## src/rtl/ean13_digit_run_decoder_core_defines.svh

```systemverilog
// Assertion macros for the digit run decoder.
`ifndef EAN13_DIGIT_RUN_DECODER_CORE_DEFINES_SVH
`define EAN13_DIGIT_RUN_DECODER_CORE_DEFINES_SVH

// Condition that must hold at every clock edge out of reset
`define E13DR_ASSERT_ALWAYS(lbl, expr, msg) \
    lbl: assert property (@(posedge aclk) disable iff (!aresetn) (expr)) else $error(msg);

// Same-cycle implication
`define E13DR_ASSERT_IMPLY(lbl, ante, cons, msg) \
    lbl: assert property (@(posedge aclk) disable iff (!aresetn) (ante) |-> (cons)) \
        else $error(msg);

// Next-cycle implication
`define E13DR_ASSERT_NEXT(lbl, ante, cons, msg) \
    lbl: assert property (@(posedge aclk) disable iff (!aresetn) (ante) |=> (cons)) \
        else $error(msg);

`endif

```

## src/rtl/e13dr_pkg.sv

```systemverilog
// Shared constants, types and the threshold function of the digit run decoder.
package e13dr_pkg;

    localparam int WIDTH_W           = 8;
    localparam int LEN_W             = 11;
    localparam int CODE_W            = 5;
    localparam int MOD_W             = 3;
    localparam int MODULES_PER_DIGIT = 7;
    localparam int RUNS_PER_DIGIT    = 4;
    localparam int IDX_W             = 2;
    localparam int MAX_MODS          = 4;
    localparam int PATTERN_COUNT     = 20;
    localparam int RIGHT_COUNT       = 10;

    localparam logic [LEN_W-1:0] COUNT_MAX = {LEN_W{1'b1}};
    localparam logic [MOD_W-1:0] MOD_NONE  = '0;

    typedef logic [LEN_W-1:0] len_t;
    typedef logic [MOD_W-1:0] mod_t;

    // Module counts per pattern, first run first; codes 10-19 are the even-parity set
    localparam mod_t PATTERNS [PATTERN_COUNT][RUNS_PER_DIGIT] = '{
        '{3'd3, 3'd2, 3'd1, 3'd1}, '{3'd2, 3'd2, 3'd2, 3'd1}, '{3'd2, 3'd1, 3'd2, 3'd2},
        '{3'd1, 3'd4, 3'd1, 3'd1}, '{3'd1, 3'd1, 3'd3, 3'd2}, '{3'd1, 3'd2, 3'd3, 3'd1},
        '{3'd1, 3'd1, 3'd1, 3'd4}, '{3'd1, 3'd3, 3'd1, 3'd2}, '{3'd1, 3'd2, 3'd1, 3'd3},
        '{3'd3, 3'd1, 3'd1, 3'd2}, '{3'd1, 3'd1, 3'd2, 3'd3}, '{3'd1, 3'd2, 3'd2, 3'd2},
        '{3'd2, 3'd2, 3'd1, 3'd2}, '{3'd1, 3'd1, 3'd4, 3'd1}, '{3'd2, 3'd3, 3'd1, 3'd1},
        '{3'd1, 3'd3, 3'd2, 3'd1}, '{3'd4, 3'd1, 3'd1, 3'd1}, '{3'd2, 3'd1, 3'd3, 3'd1},
        '{3'd3, 3'd1, 3'd2, 3'd1}, '{3'd2, 3'd1, 3'd1, 3'd3}
    };

    // Rounding thresholds: a run rounds to k modules when thr[k-1] < len <= thr[k]
    typedef struct packed {
        len_t [MAX_MODS:0] thr;
        len_t              limit;
    } thr_t;

    // Snapshot handed to the matcher
    typedef struct packed {
        logic                        emit;
        logic                        open;
        logic                        half;
        len_t [RUNS_PER_DIGIT-1:0]   len;
    } dec_t;

    // Thresholds and window length for a module width (zero acts as one)
    function automatic thr_t thr_of(input logic [WIDTH_W-1:0] w_raw);
        logic [WIDTH_W-1:0] w;
        thr_t               t;
        w = (w_raw == '0) ? WIDTH_W'(1) : w_raw;
        for (int k = 0; k <= MAX_MODS; k++) begin
            t.thr[k] = LEN_W'(k) * LEN_W'(w) + LEN_W'(w[WIDTH_W-1:1]);
        end
        t.limit = LEN_W'(MODULES_PER_DIGIT) * LEN_W'(w);
        return t;
    endfunction

endpackage

```

## src/rtl/e13dr_cfg.sv

```systemverilog
// Module width register with precomputed rounding thresholds.
module e13dr_cfg (
    input  logic                          aclk,
    input  logic                          aresetn,
    input  logic                          cfg_valid,
    output logic                          cfg_ready,
    input  logic [e13dr_pkg::WIDTH_W-1:0] cfg_module_width,
    output e13dr_pkg::thr_t               thr
);

    e13dr_pkg::thr_t thr_reg;

    assign cfg_ready = 1'b1;
    assign thr       = thr_reg;

    // Thresholds are derived at the write beat so they are ready at once
    always_ff @(posedge aclk) begin
        if (!aresetn) begin
            thr_reg <= e13dr_pkg::thr_of(e13dr_pkg::WIDTH_W'(1));
        end else if (cfg_valid) begin
            thr_reg <= e13dr_pkg::thr_of(cfg_module_width);
        end
    end

endmodule

```

## src/rtl/e13dr_runs.sv

```systemverilog
// Run tracker: run lengths, window count and the point at which a digit is decoded.
module e13dr_runs (
    input  logic            aclk,
    input  logic            aresetn,
    input  logic            step,
    input  logic            pixel_black,
    input  logic            digit_start,
    input  logic            left_half,
    input  e13dr_pkg::len_t limit,
    output e13dr_pkg::dec_t dec
);

    localparam int RUNS = e13dr_pkg::RUNS_PER_DIGIT;

    e13dr_pkg::len_t [RUNS-1:0]    len_reg, len_next, len_upd;
    logic [e13dr_pkg::IDX_W-1:0]   idx_reg, idx_next, idx_upd;
    logic                          color_reg, color_next;
    e13dr_pkg::len_t               wc_reg, wc_next, wc_upd;
    logic                          open_reg, open_next;
    logic                          half_reg, half_next;
    logic                          new_run, run_over, win_end, emit;

    // Continue the current run or start the next one
    always_comb begin
        new_run  = (pixel_black != color_reg);
        run_over = new_run && (idx_reg == e13dr_pkg::IDX_W'(RUNS - 1));
        idx_upd  = new_run ? idx_reg + 1'b1 : idx_reg;
        for (int z = 0; z < RUNS; z++) begin
            len_upd[z] = len_reg[z];
            if (!new_run && (e13dr_pkg::IDX_W'(z) == idx_reg)
                    && (len_reg[z] != e13dr_pkg::COUNT_MAX)) begin
                len_upd[z] = len_reg[z] + 1'b1;
            end else if (new_run && !run_over && (e13dr_pkg::IDX_W'(z) == idx_upd)) begin
                len_upd[z] = e13dr_pkg::LEN_W'(1);
            end
        end
        wc_upd  = (wc_reg == e13dr_pkg::COUNT_MAX) ? wc_reg : wc_reg + 1'b1;
        win_end = (wc_upd >= limit);
    end

    // Window control
    always_comb begin
        len_next   = len_reg;
        idx_next   = idx_reg;
        color_next = color_reg;
        wc_next    = wc_reg;
        open_next  = open_reg;
        half_next  = half_reg;
        emit       = 1'b0;
        if (step) begin
            if (digit_start) begin
                emit       = open_reg;
                len_next   = '0;
                len_next[0] = e13dr_pkg::LEN_W'(1);
                idx_next   = '0;
                color_next = pixel_black;
                wc_next    = e13dr_pkg::LEN_W'(1);
                open_next  = 1'b1;
                half_next  = left_half;
            end else if (open_reg) begin
                if (run_over) begin
                    emit      = 1'b1;
                    open_next = 1'b0;
                end else begin
                    len_next   = len_upd;
                    idx_next   = idx_upd;
                    color_next = pixel_black;
                    wc_next    = wc_upd;
                    if (win_end) begin
                        emit      = 1'b1;
                        open_next = 1'b0;
                    end
                end
            end
        end
    end

    // Window end decodes the lengths including this pixel, other closes the old ones
    assign dec.emit = emit;
    assign dec.open = open_reg;
    assign dec.half = half_reg;
    assign dec.len  = (step && !digit_start && open_reg && !run_over) ? len_upd : len_reg;

    always_ff @(posedge aclk) begin
        if (!aresetn) begin
            len_reg   <= '0;
            idx_reg   <= '0;
            color_reg <= 1'b0;
            wc_reg    <= '0;
            open_reg  <= 1'b0;
            half_reg  <= 1'b0;
        end else begin
            len_reg   <= len_next;
            idx_reg   <= idx_next;
            color_reg <= color_next;
            wc_reg    <= wc_next;
            open_reg  <= open_next;
            half_reg  <= half_next;
        end
    end

endmodule

```

## src/rtl/e13dr_match.sv

```systemverilog
// Rounds run lengths to module counts and looks them up in the pattern table.
module e13dr_match (
    input  e13dr_pkg::dec_t                dec,
    input  e13dr_pkg::thr_t                thr,
    output logic [e13dr_pkg::CODE_W-1:0]   code,
    output logic                           matched
);

    localparam int RUNS = e13dr_pkg::RUNS_PER_DIGIT;

    e13dr_pkg::mod_t mods [RUNS];

    // Module count per run by threshold window; anything else is no count
    always_comb begin
        for (int z = 0; z < RUNS; z++) begin
            mods[z] = e13dr_pkg::MOD_NONE;
            for (int k = 1; k <= e13dr_pkg::MAX_MODS; k++) begin
                if ((dec.len[z] > thr.thr[k-1]) && (dec.len[z] <= thr.thr[k])) begin
                    mods[z] = e13dr_pkg::MOD_W'(k);
                end
            end
        end
    end

    // First matching entry wins; the even-parity set (codes 10-19) only for a left-half window
    always_comb begin
        logic eq;
        code    = '0;
        matched = 1'b0;
        for (int i = e13dr_pkg::PATTERN_COUNT - 1; i >= 0; i--) begin
            eq = (i < e13dr_pkg::RIGHT_COUNT) || dec.half;
            for (int z = 0; z < RUNS; z++) begin
                eq = eq && (mods[z] == e13dr_pkg::PATTERNS[i][z]);
            end
            if (eq) begin
                code    = e13dr_pkg::CODE_W'(i);
                matched = 1'b1;
            end
        end
    end

endmodule

```

## src/rtl/ean13_digit_run_decoder_core.sv

```systemverilog
// The closing pixel is taken into the input register; its digit is then registered in the result register.
// Throughput: one pixel per cycle; s_ready drops only while both registers are full, m_ready low.
// The run update, rounding compare and table lookup all sit between those two registers.
// Reset (aresetn low, synchronous): module width 1, no window open, both registers empty.
`include "ean13_digit_run_decoder_core_defines.svh"

module ean13_digit_run_decoder_core (
    input  logic                          aclk,
    input  logic                          aresetn,
    // configuration
    input  logic                          cfg_valid,
    output logic                          cfg_ready,
    input  logic [e13dr_pkg::WIDTH_W-1:0] cfg_module_width,
    // pixel input
    input  logic                          s_valid,
    output logic                          s_ready,
    input  logic                          s_pixel_black,
    input  logic                          s_digit_start,
    input  logic                          s_left_half,
    // decoded digits
    output logic                          m_valid,
    input  logic                          m_ready,
    output logic [e13dr_pkg::CODE_W-1:0]  m_code,
    output logic                          m_matched
);

    e13dr_pkg::thr_t              thr;
    e13dr_pkg::dec_t              dec;
    logic                         in_vld_reg, in_vld_next;
    logic                         pix_reg, start_reg, half_reg;
    logic                         out_free, fire;
    logic [e13dr_pkg::CODE_W-1:0] code;
    logic                         matched;
    logic                         m_valid_reg, m_valid_next;
    logic [e13dr_pkg::CODE_W-1:0] m_code_reg;
    logic                         m_matched_reg;

    e13dr_cfg u_cfg (
        .aclk             (aclk),
        .aresetn          (aresetn),
        .cfg_valid        (cfg_valid),
        .cfg_ready        (cfg_ready),
        .cfg_module_width (cfg_module_width),
        .thr              (thr)
    );

    e13dr_runs u_runs (
        .aclk        (aclk),
        .aresetn     (aresetn),
        .step        (fire),
        .pixel_black (pix_reg),
        .digit_start (start_reg),
        .left_half   (half_reg),
        .limit       (thr.limit),
        .dec         (dec)
    );

    e13dr_match u_match (
        .dec     (dec),
        .thr     (thr),
        .code    (code),
        .matched (matched)
    );

    // Beat handshake
    assign out_free    = !m_valid_reg || m_ready;
    assign fire        = in_vld_reg && out_free;
    assign s_ready     = !in_vld_reg || out_free;
    assign in_vld_next = (s_valid && s_ready) ? 1'b1 : (fire ? 1'b0 : in_vld_reg);
    assign m_valid_next = out_free ? (fire && dec.emit) : m_valid_reg;

    // Input register
    always_ff @(posedge aclk) begin
        if (!aresetn) begin
            in_vld_reg <= 1'b0;
        end else begin
            in_vld_reg <= in_vld_next;
        end
    end

    always_ff @(posedge aclk) begin
        if (s_valid && s_ready) begin
            pix_reg   <= s_pixel_black;
            start_reg <= s_digit_start;
            half_reg  <= s_left_half;
        end
    end

    // Result register
    always_ff @(posedge aclk) begin
        if (!aresetn) begin
            m_valid_reg <= 1'b0;
        end else begin
            m_valid_reg <= m_valid_next;
        end
    end

    always_ff @(posedge aclk) begin
        if (fire && dec.emit) begin
            m_code_reg    <= code;
            m_matched_reg <= matched;
        end
    end

    assign m_valid   = m_valid_reg;
    assign m_code    = m_code_reg;
    assign m_matched = m_matched_reg;

    // Checks
    `E13DR_ASSERT_IMPLY(a_emit_from_open, fire && dec.emit, dec.open, "result from a closed window")
    `E13DR_ASSERT_NEXT(a_in_hold, in_vld_reg && !fire,
        in_vld_reg && $stable(pix_reg) && $stable(start_reg), "pending pixel lost or changed")
    `E13DR_ASSERT_IMPLY(a_code_range, m_valid_reg && m_matched_reg,
        m_code_reg < e13dr_pkg::CODE_W'(e13dr_pkg::PATTERN_COUNT), "code out of range")

endmodule
```

## config.mk

```make
export PLATFORM = sky130hd
export DESIGN_NAME = ean13_digit_run_decoder_core
export DESIGN_NICKNAME = d
export VERILOG_FILES = /design/src/rtl/e13dr_pkg.sv /design/src/rtl/e13dr_cfg.sv /design/src/rtl/e13dr_runs.sv /design/src/rtl/e13dr_match.sv /design/src/rtl/ean13_digit_run_decoder_core.sv
export VERILOG_INCLUDE_DIRS = /design/src /design/src/rtl
export SDC_FILE = /design/constraint.sdc
export NUM_CORES = 1
export LEC_CHECK = 0
export ABC_CLOCK_PERIOD_IN_PS = 5400
export BUFFER_PORTS_ARGS = -buffer_cell sky130_fd_sc_hd__buf_2
export CAP_MARGIN = 10
export CORE_MARGIN = 3
export CORE_UTILIZATION = 43
export DETAILED_ROUTE_END_ITERATION = 12
export SYNTH_ARGS = -nofsm -noshare
export SYNTH_HDL_FRONTEND = slang
export SYNTH_HIERARCHICAL = 1
export SYNTH_SLANG_ARGS = --single-unit
export TNS_END_PERCENT = 5
```

## constraint.sdc

```tcl
create_clock -name aclk -period 5.4 [get_ports aclk]
set_input_delay 0.27 -clock aclk [delete_from_list [all_inputs] [get_ports aclk]]
set_output_delay 0.27 -clock aclk [all_outputs]
set_load 0.03 [all_outputs]
```

==> results of run 1 <==
==> where the power goes <==
group,internal [mW],switching (mW)
Combinational,0.249,0.459
Sequential,0.895,0.0305
Clock,0.843,0.440
Total,1.99,0.929
==> metal layers <==
| layer | global-route usage | up-vias | part of all wire |
|---|---|---|---|
| li1 | - | 6657 | - |
| met1 | 0.356 | 6602 | 0.45 |
| met2 | 0.439 | 498 | 0.46 |
| met3 | 0.0383 | 98 | 0.053 |
| met4 | 0.103 | 0 | 0.037 |
| met5 | 0 | - | 0 |
==> repair_timing <==
action                                 in CTS  in global routing
buffers inserted                            0                  0
hold buffers                                3                  0
setup endpoints to repair                   0                  1
endpoints found under the hold margin       3                  0
resized for setup                           0                  1
==> final cells by class <==
cell class | count | area (um^2)
repair buffers | 85 | 601
multi-input cells | 1425 | 10600
clock buffers | 23 | 468
well taps | 402 | 503
flip-flops and latches | 115 | 2390
clock inverters | 9 | 178
inverters | 125 | 469
fillers | 3151 | 16500
==> worst paths after layout <==
| check | startpoint | to | slack, ns | cells past startpoint |
|---|---|---|---|---|
| max | pix_reg | m_matched | 0.34 | 15 |
| min | s_valid | in_vld_reg | 0.06 | 3 |
| max reg2reg | pix_reg | m_matched | 0.34 | 15 |
| min reg2reg | u_cfg/thr[65] | u_cfg/thr[65] | 0.46 | 2 |
==> per-stage QoR <==
| stage | utilization | power [mW] |
|---|---|---|
| 2_1_floorplan | - | 1.45 |
| 3_3_place_gp | 0.458 | 1.61 |
| 3_5_place_dp | 0.458 | 1.62 |
| 4_1_cts | 0.479 | 2.92 |
| 5_1_grt | 0.479 | 3.05 |
| 6_report | 0.479 | 2.92 |
==> worst max-delay path, delay by kind of cell, from the launching register on <==
family	cells	cell delay, ns
AOI/OAI and AO/OA	7	1.82
DFF	1	0.47
adders and majority gates	1	0.34
and+or+nand+nor	6	1.51
xor gates and xnor gates	1	0.63
==> run metrics, run 1 <==
via count 13900; Synth Warn # 6; core box area 0.0317 mm^2; most common cell after layout, fill and taps aside ha_1; CP max-delay cell and4_1; gpl congestion 0.980; Avg WL per Cell 21.1 um; status finished clean; CTS tree yes; Initial Util 0.438; CP startpoint kind flop; clk buf depth 2; worst skew pair latency 0.45 ns; cts bufs inserted 17; layout cells sized above 1 0.107; vias in the first global route 12800; post-synthesis cell area 0.0139 mm^2; cell total after placement 2149; Layout Nets 2057; remaining routing DRC violations 0; setup_tns 0 ns; Chip Width 186 um; detailed placement HPWL 35600 um; Layout area overhead 9.42%; Arrival @ worst endpoint 5.23 ns; gr usage total 0.267; Fmax achieved 0.198 GHz; vias per cell 6.34; Detailed Route Iter0 Violations 1206; Slew @ Worst Pin 1.16 ns; Reg clk slew, reported paths 0.06 ns; first-pass GRT wire length 71800 um; Clock Skew 0.0181 ns; Top cell by count, worst path nand4_1; commonest non-fill, non-tap cells in the layout ha_1, a21oi_1, nand2_1; CP required 5.57 ns; Die Y 186 um; Max FO, Critical Path 14; pre-CTS worst setup slack 0.331 ns; RSZ-0062 raised after global routing false; Syn Inst Count 1743; max-cap violations 0; fin crit share 0.938; Setup crit end kind flop; gr ovfl total 0; Die Area 0.0345 mm^2; antenna violations before repair 0; Hold Vio Cnt, Final 0; final setup violation count 0; pin count of the biggest net entering global routing 56; final setup margin 0.337 ns; Max VDD drop 0.000296 V; n_diodes 0; clk root buf clkbuf_16; Placed Area 0.0145 mm^2; H-tree depth 4; HP Class input pin to flop; number of I/O port buffers 23; Detail Route Antenna Nets 0; relative slew slack 0.220; Clock Sinks 115; fin area 0.0152 mm^2; total wire length 46100 um; P_leak 6.54 nW; critical-path cell list xor2_2 > and4_1 > nand2b_1 > nor3_1 > a21o_1 > ha_1 > nand4_1 > a211oi_1 > a2111o_1 > a211oi_2 > a2111oi_4 > nand2_2 > o21ai_0 > a2111oi_2 > nand4_1; max-slew violation count 0; Avg Inst Size Synth 7.97 um^2; Final Non-Filler Cells 2184; IO Pins 25; min cycle time layout 5.06 ns; hold slack final 0.0580 ns; CP Class flop to flop; max incr delay on CP 0.69 ns; std cell rows 65; First-pass DRT Iterations 5; PwrDens 192 mW/mm^2
Power figures use the tool's default switching activity.
==> inputs of run 2 (changes only) <==
Settings changed: CELL_PAD_IN_SITES_DETAIL_PLACEMENT set to 0, CELL_PAD_IN_SITES_GLOBAL_PLACEMENT set to 1, PLACE_DENSITY_LB_ADDON set to 0.1.
==> run 2 against run 1 <==
Against the previous run: utilization is 0.079 points lower; wire length about the same; cell count shrank 0.27%; clock power barely moved; first-iteration DRC count fell by 18%; clock-buffer cell count is 6 lower; critical path type unchanged.
==> run metrics, run 2 (synthesized netlist as in run 1, its figures left out) <==
total wire length 46100 um; worst skew pair latency 0.44 ns; hold slack final 0.0463 ns; pin count of the biggest net entering global routing 56; Layout Nets 2051; Setup Buffers After CTS 0; layout cells sized above 1 0.107; clk root buf clkbuf_16; First-pass DRT Iterations 5; IO Pins 25; PwrDens 190 mW/mm^2; Arrival @ worst endpoint 5.44 ns; setup_tns 0 ns; n_diodes 0; Chip Width 186 um; HP Class input pin to flop; gpl congestion 0.915; CTS tree yes; CP Class flop to flop; met2 Usage GRT 0.434; Hold Vio Cnt, Final 0; commonest non-fill, non-tap cells in the layout ha_1, a21oi_1, nand2_1; post-layout util 0.478; antenna violations before repair 0; std cell rows 65; Reg clk slew, reported paths 0.07 ns; Layout area overhead 9.24%; RSZ-0062 raised after global routing false; Clock Skew 0.0100 ns; via count 13400; min cycle time layout 5.14 ns; GR peak layer met2; final setup violation count 0; CP startpoint kind flop; relative slew slack 0.236; met3 usage 0.0311; Detail Route Antenna Nets 0; gr ovfl total 0; max-slew violation count 0; Die Y 186 um; P_leak 6.51 nW; vias per cell 6.15; number of I/O port buffers 23; met1 layer usage reported by global route 0.378; core box area 0.0317 mm^2; remaining routing DRC violations 0; most common cell after layout, fill and taps aside ha_1; gr usage total 0.270; Fmax achieved 0.195 GHz; Max FO, Critical Path 8; Initial Util 0.438; cts bufs inserted 17; clk buf depth 2; fin crit share 0.952; Clock Sinks 115; Avg WL per Cell 21.2 um; Max VDD drop 0.000210 V; Slew @ Worst Pin 1.15 ns; vias in the first global route 12700; CP required 5.70 ns; detailed placement HPWL 36100 um; Setup crit end kind flop; H-tree depth 4; first-pass GRT wire length 72100 um; Detailed Route Iter0 Violations 987; status finished clean; max-cap violations 0; Die Area 0.0345 mm^2
==> run 2: metrics by stage <==
step,power (mW),cell area [um^2],cells,setup slack (ns)
3_5_place_dp,1.62,14500,2143,0.0551
3_3_place_gp,1.61,14500,2143,0.259
6_report,2.89,15200,2178,0.261
5_1_grt,3.04,15200,2178,0.0150
2_1_floorplan,1.45,13900,1750,0.868
4_1_cts,2.90,15100,2178,0.0144
==> run 2: path summary, 6_finish.rpt <==
check	depth (start not counted)	from	to	slack [ns]
worst max-delay path	16	u_runs/idx_reg[0]	m_matched	0.26
worst min-delay path	3	s_valid	in_vld_reg	0.05
worst max register to register	16	u_runs/idx_reg[0]	m_matched	0.26
worst min register to register	2	u_cfg/thr[16]	u_cfg/thr[16]	0.47
==> run 2: what timing repair did <==
item                       in CTS  in global routing
resized for setup               0                  6
hold endpoints to repair        3                  0
setup endpoints to repair       0                  6
hold buffers                    3                  0
==> run 2: final cells by class <==
class / instances / area [um^2]
Clock buffer: 17 / 425
Fill cell: 3202 / 16500
Tap cell: 402 / 503
Clock inverter: 15 / 205
Sequential cell: 115 / 2390
Timing Repair Buffer: 79 / 556
Multi-Input combinational cell: 1425 / 10600
Inverter: 125 / 469
==> run 2: report_power, final <==
group          switching (mW)  internal, mW  leakage, nW  total (mW)
Sequential             0.0332         0.894        0.939       0.928
Clock                   0.489         0.776        0.300        1.27
Combinational           0.450         0.247         5.27       0.697
Total                   0.972          1.92         6.51        2.89
==> run 2: worst max-delay path, cell delays in order, from the launching register on <==
cell and delay (ns):
dfxtp_1 0.46, ha_1 0.41, inv_1 0.22, and4_1 0.25, nand2b_1 0.32, o21ai_0 0.71, buf_4 0.27, ha_1 0.26
a21oi_1 0.14, o21ai_1 0.15, a2111oi_2 0.51, nor2_1 0.11, a2111oi_2 0.42, nand4_1 0.29, a21oi_2 0.23, a311oi_1 0.09
nand4_1 0.13
==> run 2: per-layer routing <==
layer	wire, um	up-vias
met5	0	-
met4	922	0
met3	1890	50
met2	21000	339
met1	22200	6365
li1	-	6650
